$ cat src/ajwm_pkg.sv
// Shared constants, types and helper functions of the angle jitter window monitor.
package ajwm_pkg;

  localparam int WINDOW_DEPTH  = 25;
  localparam int CHANNEL_COUNT = 4;
  localparam int ANGLE_BITS    = 12;

  localparam int MAX_CHANNELS  = 4;
  localparam int IN_ANGLE_W    = 12;
  localparam int NOISE_W       = 12;
  localparam int COUNT_W       = 5;

  localparam int PTR_W = (WINDOW_DEPTH > 1) ? $clog2(WINDOW_DEPTH) : 1;
  localparam int CNT_W = $clog2(WINDOW_DEPTH + 1);

  typedef logic [ANGLE_BITS-1:0] angle_t;
  typedef logic [PTR_W-1:0]      ptr_t;
  typedef logic [CNT_W-1:0]      cnt_t;

  // Sequencer commands broadcast to every lane.
  typedef struct packed {
    logic start;
    ptr_t wr_addr;
    logic rd_en;
    ptr_t rd_addr;
    logic cmp_en;
    cnt_t cmp_idx;
  } ctl_t;

  // What one lane reports for its channel.
  typedef struct packed {
    logic [NOISE_W-1:0] noise;
    logic [COUNT_W-1:0] count;
  } lane_res_t;

  // Fit the raw input angle to ANGLE_BITS (zero-extend or truncate).
  function automatic angle_t fit_angle(input logic [IN_ANGLE_W-1:0] a);
    logic [ANGLE_BITS+IN_ANGLE_W-1:0] wide;
    wide = {{ANGLE_BITS{1'b0}}, a};
    return wide[ANGLE_BITS-1:0];
  endfunction

  // Circular distance min(d, 2^ANGLE_BITS - d), d = (a - b) mod 2^ANGLE_BITS.
  function automatic angle_t circ_dist(input angle_t a, input angle_t b);
    angle_t                d;
    logic [ANGLE_BITS:0]   e;
    d = a - b;
    e = {1'b1, {ANGLE_BITS{1'b0}}} - {1'b0, d};
    if ({1'b0, d} < e) begin
      return d;
    end
    return e[ANGLE_BITS-1:0];
  endfunction

  function automatic logic [NOISE_W-1:0] fit_noise(input angle_t n);
    logic [ANGLE_BITS+NOISE_W-1:0] wide;
    wide = {{NOISE_W{1'b0}}, n};
    return wide[NOISE_W-1:0];
  endfunction

  function automatic logic [COUNT_W-1:0] fit_count(input cnt_t c);
    logic [CNT_W+COUNT_W-1:0] wide;
    wide = {{COUNT_W{1'b0}}, c};
    return wide[COUNT_W-1:0];
  endfunction

endpackage

$ cat src/angle_jitter_window_monitor.sv
// Top level of the angle jitter window monitor: input stage, lanes, sequencer and merged output.
//
//   Channel   Direction  Handshake             Payload
//   in_       input      in_valid / in_stall   clear_counts, angle_a..d, healthy_a..d
//   out_      output     out_valid / out_stall noise_a..d, count_a..d
//
// At a scan's transfer the new angles are written; then each lane reads the
// WINDOW_DEPTH - 1 older entries through its single memory read port, one per cycle,
// compares each against the new angle, and after the last compare the result is loaded
// into the output register once that register is free. The next scan can transfer only
// after that load, so the block never takes a new scan while one is in flight.
// All lanes walk the window together; entries beyond a lane's count are ignored.
// in_stall stays high from a transfer until the result has moved into the output
// register, which keeps it while out_stall is high. Reset (rst_n low, synchronous)
// zeroes all sample counts and the shared ring cursor; ring contents are not cleared.
module angle_jitter_window_monitor (
  input  logic                           clk,
  input  logic                           rst_n,
  input  logic                           in_valid,
  output logic                           in_stall,
  input  logic                           in_clear_counts,
  input  logic [ajwm_pkg::IN_ANGLE_W-1:0] in_angle_a,
  input  logic                           in_healthy_a,
  input  logic [ajwm_pkg::IN_ANGLE_W-1:0] in_angle_b,
  input  logic                           in_healthy_b,
  input  logic [ajwm_pkg::IN_ANGLE_W-1:0] in_angle_c,
  input  logic                           in_healthy_c,
  input  logic [ajwm_pkg::IN_ANGLE_W-1:0] in_angle_d,
  input  logic                           in_healthy_d,
  output logic                           out_valid,
  input  logic                           out_stall,
  output logic [ajwm_pkg::NOISE_W-1:0]   out_noise_a,
  output logic [ajwm_pkg::COUNT_W-1:0]   out_count_a,
  output logic [ajwm_pkg::NOISE_W-1:0]   out_noise_b,
  output logic [ajwm_pkg::COUNT_W-1:0]   out_count_b,
  output logic [ajwm_pkg::NOISE_W-1:0]   out_noise_c,
  output logic [ajwm_pkg::COUNT_W-1:0]   out_count_c,
  output logic [ajwm_pkg::NOISE_W-1:0]   out_noise_d,
  output logic [ajwm_pkg::COUNT_W-1:0]   out_count_d
);
  import ajwm_pkg::*;

  ctl_t      ctl;
  logic      busy;
  logic      done;
  logic      in_xfer;
  logic      out_free;
  logic      out_valid_r, out_valid_nxt;
  lane_res_t out_res_r [MAX_CHANNELS];
  lane_res_t lane_res  [MAX_CHANNELS];
  logic [IN_ANGLE_W-1:0] angle_in   [MAX_CHANNELS];
  logic                  healthy_in [MAX_CHANNELS];

  // The block takes a new scan only when nothing is in flight.
  assign in_stall = busy;
  assign in_xfer  = in_valid && !busy;

  // The output register can take a result when it is empty or being drained.
  assign out_free = !out_valid_r || !out_stall;

  assign angle_in[0]   = in_angle_a;
  assign angle_in[1]   = in_angle_b;
  assign angle_in[2]   = in_angle_c;
  assign angle_in[3]   = in_angle_d;
  assign healthy_in[0] = in_healthy_a;
  assign healthy_in[1] = in_healthy_b;
  assign healthy_in[2] = in_healthy_c;
  assign healthy_in[3] = in_healthy_d;

  ajwm_seq u_seq (
    .clk      (clk),
    .rst_n    (rst_n),
    .start    (in_xfer),
    .out_free (out_free),
    .ctl      (ctl),
    .busy     (busy),
    .done     (done)
  );

  // One lane per configured channel; channels beyond that report zero noise and count.
  for (genvar g = 0; g < MAX_CHANNELS; g++) begin : g_lane
    if (g < CHANNEL_COUNT) begin : g_on
      ajwm_lane u_lane (
        .clk     (clk),
        .rst_n   (rst_n),
        .ctl     (ctl),
        .clear   (in_clear_counts),
        .angle   (angle_in[g]),
        .healthy (healthy_in[g]),
        .res     (lane_res[g])
      );
    end else begin : g_off
      assign lane_res[g] = '0;
    end
  end

  // Merge stage: every lane's finding lands in the output register in the same cycle.
  assign out_valid_nxt = done || (out_valid_r && out_stall);

  always_ff @(posedge clk) begin
    if (!rst_n) begin
      out_valid_r <= 1'b0;
    end else begin
      out_valid_r <= out_valid_nxt;
    end
  end

  always_ff @(posedge clk) begin
    if (done) begin
      for (int i = 0; i < MAX_CHANNELS; i++) begin
        out_res_r[i] <= lane_res[i];
      end
    end
  end

  assign out_valid   = out_valid_r;
  assign out_noise_a = out_res_r[0].noise;
  assign out_count_a = out_res_r[0].count;
  assign out_noise_b = out_res_r[1].noise;
  assign out_count_b = out_res_r[1].count;
  assign out_noise_c = out_res_r[2].noise;
  assign out_count_c = out_res_r[2].count;
  assign out_noise_d = out_res_r[3].noise;
  assign out_count_d = out_res_r[3].count;

endmodule

$ cat src/ajwm_lane.sv
// One channel lane: window ring memory, sample count and running maximum of the spread.
module ajwm_lane (
  input  logic                               clk,
  input  logic                               rst_n,
  input  ajwm_pkg::ctl_t                     ctl,
  input  logic                               clear,
  input  logic [ajwm_pkg::IN_ANGLE_W-1:0]    angle,
  input  logic                               healthy,
  output ajwm_pkg::lane_res_t                res
);
  import ajwm_pkg::*;

  angle_t ring_mem [WINDOW_DEPTH];
  angle_t rd_data_r;
  angle_t ang_r;
  angle_t noise_r;
  angle_t noise_nxt;
  angle_t arc_d;
  cnt_t   cnt_r;
  cnt_t   cnt_nxt;
  cnt_t   cnt_base;

  always_ff @(posedge clk) begin
    if (ctl.start && healthy) begin
      ring_mem[ctl.wr_addr] <= fit_angle(angle);
    end
    if (ctl.rd_en) begin
      rd_data_r <= ring_mem[ctl.rd_addr];
    end
  end

  always_comb begin
    cnt_base = clear ? '0 : cnt_r;
    cnt_nxt  = cnt_r;
    if (ctl.start) begin
      if (!healthy) begin
        cnt_nxt = '0;
      end else if (cnt_base == CNT_W'(WINDOW_DEPTH)) begin
        cnt_nxt = cnt_base;
      end else begin
        cnt_nxt = cnt_base + 1'b1;
      end
    end
  end

  // Only entries inside the current window take part in the maximum.
  assign arc_d = circ_dist(ang_r, rd_data_r);

  always_comb begin
    noise_nxt = noise_r;
    if (ctl.start) begin
      noise_nxt = '0;
    end else if (ctl.cmp_en && (ctl.cmp_idx < cnt_r) && (arc_d > noise_r)) begin
      noise_nxt = arc_d;
    end
  end

  always_ff @(posedge clk) begin
    if (!rst_n) begin
      cnt_r <= '0;
    end else begin
      cnt_r <= cnt_nxt;
    end
  end

  always_ff @(posedge clk) begin
    noise_r <= noise_nxt;
    if (ctl.start) begin
      ang_r <= fit_angle(angle);
    end
  end

  assign res.noise = fit_noise(noise_r);
  assign res.count = fit_count(cnt_r);

endmodule

$ cat src/ajwm_seq.sv
// Window walk sequencer: shared ring cursor, read index walk and lane command generation.
module ajwm_seq (
  input  logic           clk,
  input  logic           rst_n,
  input  logic           start,
  input  logic           out_free,
  output ajwm_pkg::ctl_t ctl,
  output logic           busy,
  output logic           done
);
  import ajwm_pkg::*;

  localparam logic [1:0] S_IDLE = 2'd0;
  localparam logic [1:0] S_RUN  = 2'd1;
  localparam logic [1:0] S_HOLD = 2'd2;
  localparam int SUM_W = CNT_W + 1;

  logic [1:0]   state_r, state_nxt;
  ptr_t         cursor_r, cursor_nxt;
  ptr_t         item_cur_r;
  cnt_t         idx_r, idx_nxt;
  logic         cmp_en_r;
  cnt_t         cmp_idx_r;
  logic         rd_en;
  logic         walk_end;
  logic [SUM_W-1:0] addr_sum;
  logic [SUM_W-1:0] addr_wrap;

  assign walk_end = (idx_r == CNT_W'(WINDOW_DEPTH));
  assign rd_en    = (state_r == S_RUN) && !walk_end;

  // Ring address of the entry idx_r scans back from the item's cursor.
  always_comb begin
    addr_sum = SUM_W'(item_cur_r) + SUM_W'(WINDOW_DEPTH) - SUM_W'(idx_r);
    if (addr_sum >= SUM_W'(WINDOW_DEPTH)) begin
      addr_wrap = addr_sum - SUM_W'(WINDOW_DEPTH);
    end else begin
      addr_wrap = addr_sum;
    end
  end

  always_comb begin
    state_nxt  = state_r;
    idx_nxt    = idx_r;
    cursor_nxt = cursor_r;
    done       = 1'b0;
    case (state_r)
      S_IDLE: begin
        if (start) begin
          state_nxt  = S_RUN;
          idx_nxt    = CNT_W'(1);
          cursor_nxt = (cursor_r == PTR_W'(WINDOW_DEPTH - 1)) ? '0 : cursor_r + 1'b1;
        end
      end
      S_RUN: begin
        if (!walk_end) begin
          idx_nxt = idx_r + 1'b1;
        end else if (cmp_en_r) begin
          // The compare of the oldest entry lands in the lanes at this edge.
          state_nxt = S_RUN;
        end else if (out_free) begin
          done      = 1'b1;
          state_nxt = S_IDLE;
        end else begin
          state_nxt = S_HOLD;
        end
      end
      S_HOLD: begin
        if (out_free) begin
          done      = 1'b1;
          state_nxt = S_IDLE;
        end
      end
      default: begin
        state_nxt = S_IDLE;
      end
    endcase
  end

  always_ff @(posedge clk) begin
    if (!rst_n) begin
      state_r  <= S_IDLE;
      cursor_r <= '0;
      idx_r    <= '0;
      cmp_en_r <= 1'b0;
    end else begin
      state_r  <= state_nxt;
      cursor_r <= cursor_nxt;
      idx_r    <= idx_nxt;
      cmp_en_r <= rd_en;
    end
  end

  always_ff @(posedge clk) begin
    cmp_idx_r <= idx_r;
    if (start && (state_r == S_IDLE)) begin
      item_cur_r <= cursor_r;
    end
  end

  assign busy        = (state_r != S_IDLE);
  assign ctl.start   = start && (state_r == S_IDLE);
  assign ctl.wr_addr = cursor_r;
  assign ctl.rd_en   = rd_en;
  assign ctl.rd_addr = addr_wrap[PTR_W-1:0];
  assign ctl.cmp_en  = cmp_en_r;
  assign ctl.cmp_idx = cmp_idx_r;

endmodule

$ cat config.mk
export PLATFORM = sky130hd
export DESIGN_NAME = angle_jitter_window_monitor
export DESIGN_NICKNAME = d
export VERILOG_FILES = /design/src/ajwm_pkg.sv /design/src/angle_jitter_window_monitor.sv /design/src/ajwm_lane.sv /design/src/ajwm_seq.sv
export SDC_FILE = /design/constraint.sdc
export NUM_CORES = 2
export LEC_CHECK = 0
export BUFFER_PORTS_ARGS = -buffer_cell sky130_fd_sc_hd__buf_4
export CAP_MARGIN = 5
export CORE_MARGIN = 2
export CORE_UTILIZATION = 60
export DETAILED_ROUTE_END_ITERATION = 10
export PLACE_DENSITY = 0.77
export SLEW_MARGIN = 25
export SYNTH_ARGS = -nofsm -noshare
export SYNTH_HDL_FRONTEND = slang
export SYNTH_SLANG_ARGS = --single-unit
$ cat constraint.sdc
create_clock -name clk -period 7.64 [get_ports clk]
set_input_delay 0.764 -clock clk [delete_from_list [all_inputs] [get_ports clk]]
set_output_delay 0.764 -clock clk [all_outputs]
set_load 0.03 [all_outputs]
==> impl_metrics.yaml <==
critical_path:
  r2r_setup_slack_ps: 790
  crit_required_ps: 8270
  path_common_cell: "or3_1"
  r2r_start: "g_lane[0].g_on.u_lane.rd_data_r[0]$_DFFE_PP_"
  cp_top_family: "simple AND/OR/NAND/NOR gates"
  cp_slowest_cell: "a2111oi_0"
  crit_arrival_ps: 7480
  path_max_fanout: 14
  crit_path_end_kind: "register"
  critPathKind: "register to register"
  crit_start: "g_lane[0].g_on.u_lane.rd_data_r[0]$_DFFE_PP_"
  slowest_delay_ps: 490
  crit_buf_inv: 2
  cp-start-kind: "register"
yosys:
  synthMuxAreaShare_pct: 4.73
  synth_adder_area_share_pct: 3.52
  synth_edf_count: 1369
  synthCells: 4488
  synth_nets: 4715
  async_flop_share_pct: 0
  ys_types: 94
  ys_warn_count: 0
  synth_area_um2: 61500
  synth_area_per_cell_um2: 13.7
  synth-seq-cells: 1456
  yosys.area_share.simple_pct: 10.4
  synth_xor_area_share_pct: 0.926
  yosysSeqAreaShare_pct: 69.7
  synth_top_family_by_area: "simple AND/OR/NAND/NOR gates"
  synth-compound-area-share_pct: 8.17
  synth_ff_type: "edfxtp_1"
clocking:
  post_cts_buffers: 0
  clkTransAtPathRegs_ps: 60
  cts-hold-fix-buffers: 0
  cts_resized: 0
  cts_buffer_depth: 3
  cts_root_buf: "clkbuf_16"
  numCtsBuffers: 147
  worstSkewPairLatency_ps: 760
  cts_tree: "done"
  clock_sinks: 1456
  cts_max_level: 4
grt:
  first_global_vias: 37978
  overflow: 0
  grt_pass1_wl_um: 227000
  track_usage_pct: 29.0
  antenna_found_initial: 3
  grt_max_degree: 127
die:
  coreArea_um2: 102000
  die_x_um: 324
  io-pin-count: 127
  die_area_um2: 105000
  start_util_pct: 60.4
  die_y_um: 324
  num_rows: 117
route:
  vias: 38732
  first_iter_violations: 4568
  via_per_inst: 6.32
  route.detailed.drc: 0
  drtPass1Iterations: 7
  routed_wl_um: 151000
  ant_nets: 0
  wl_per_cell_um: 24.7
timing:
  fmax_ghz: 0.146
  clock_skew_ps: 25.9
  holdWs_ps: 360
  hold_viol: 0
  fin_ws_ps: 786
  period_minus_slack_ps: 6850
  max_slew_margin_pct: 25.4
  setup_viol: 0
  worst_slew_pin_slew_ps: 1120
  drv_slew: 0
  period_share_pct: 89.7
  setup_tns_ps: 0
  grt_setup_unrepaired: "false"
power:
  total_leakage_power_nw: 23.8
  totalPowerFinal_mw: 26.8
  power_density_nw_per_um2: 388
  ir_worst_vdd_v: 0.000457
finish:
  final_area_um2: 68900
  finish.utilization_pct: 67.8
  fin_cells: 6132
  area_delta_synth_final_pct: 12.1
  layout-drive-gt1-share_pct: 12.5
  nFillCells: 6688
  diodes: 0
  nNetsFinal: 4877
placement:
  dp_slack_ps: 880
  placed_area_um2: 64400
  place.port_buffers: 126
  place_hpwl_um: 90600
  dp_cells: 5869
  gp_congestion: 0.865
flow_run:
  drv_cap: 0
worst_hold_path:
  hp-start: "in_healthy_c"
  hold_class: "input pin to register"
outcome:
  status: "finished clean"
logic make-up after synthesis:
group / after synthesis
AOI/OAI and AO/OA: 722
buffers and inverters: 410
xor gates and xnor gates: 65
and+or+nand+nor: 1444
DFF: 1456
adders and majority gates: 170
muxes: 221
flip-flops by register name (all words and copies together), names as in the netlist:
register                      flops
out_valid                         1
g_lane.g_on.u_lane.cnt_r         20
u_seq.cmp_en_r                    1
g_lane.g_on.u_lane.ang_r         48
u_seq.state_r                     2
u_seq.item_cur_r                  5
u_seq.cursor_r                    5
u_seq.idx_r                       5
out_res_r                        68
g_lane.g_on.u_lane.noise_r       48
g_lane.g_on.u_lane.rd_data_r     48
g_lane.g_on.u_lane.ring_mem    1200
u_seq.cmp_idx_r                   5
Yosys cell counts (6+ instances only):
cell       instances  share of area (%)
nand4_1           28               0.28
clkbuf_1         175                1.1
xor2_1            25               0.36
nor2b_1           43               0.44
nor3_1            38               0.31
buf_1             18               0.11
o31ai_1           59               0.72
a31oi_1          111                1.1
inv_1            186                1.1
o31a_1             7               0.10
a22o_1             6              0.085
nor4_1            56               0.57
nand2b_1          23               0.23
nor2_1           250                1.5
nand3_1          183                1.5
or2_2              8              0.081
mux4_2            52                1.9
a32oi_1           51               0.73
o211ai_1           7              0.085
o2111ai_1         52               0.74
buf_2             29               0.24
mux2_4             8               0.20
mux2i_1          156                2.5
edfxtp_1        1369                 67
and3_1             9              0.092
o22ai_1           52               0.53
a21boi_0          13               0.16
o21a_1            17               0.21
a21oi_1          167                1.4
a21o_1            27               0.33
a211oi_1          18               0.22
dfxtp_1           87                2.8
and2_1            14               0.14
nand2_1          747                4.6
a311oi_1           8               0.11
o21ai_0           62               0.50
ha_1             165                3.4
xnor2_1           40               0.57
or3_1             15               0.15
tightest hold or removal path, stage by stage:
cell	delay [ps]
buf_4	140
o21ai_0	90
a21oi_1	70
final timing paths:
check                                             endpoint  depth (start not counted)
min reg2reg                     u_seq.cmp_idx_r[2]$_DFF_P_                          0
min            g_lane[2].g_on.u_lane.cnt_r[0]$_SDFFE_PN0P_                          3
max reg2reg  g_lane[0].g_on.u_lane.noise_r[8]$_SDFFE_PP0P_                         28
max          g_lane[0].g_on.u_lane.noise_r[8]$_SDFFE_PP0P_                         28
routing by layer:
layer	vias to the layer above	GRT usage, %	wire length, µm
met1	18926	38.5	56900
met2	2205	46.6	71900
met3	383	6.04	16000
met5	-	0	41
met4	6	13.1	6440
li1	17212	-	-
cell type report:
| cell class | count | area, µm² | share of cell area [%] |
|---|---|---|---|
| Clock buffer | 183 | 3940 | 5.71 |
| Clock inverter | 80 | 612 | 0.887 |
| Inverter | 188 | 708 | 1.03 |
| Multi-Input combinational cell | 2622 | 17300 | 25.1 |
| Sequential cell | 1456 | 42900 | 62.2 |
| Tap cell | 1368 | 1710 | 2.48 |
| Timing Repair Buffer | 235 | 1810 | 2.63 |
layout by cell type (no fill, tap or decap), types with 55 or more instances in the layout:
master     instances
edfxtp_1        1369
nand2_1          740
ha_1             165
clkbuf_16        151
nand3_1          183
inv_1            184
mux2i_1          155
a21oi_1          164
dfxtp_1           87
nor2_1           213
a31oi_1          111
nor4_1            55
o31ai_1           59
o21ai_0           61
buf_4            231
power by group:
part	switching, mW	internal, mW
Sequential	0.120	9.08
Combinational	6.89	3.87
Clock	2.96	3.86
Total	9.97	16.8
(Power assumes the default switching activity.)
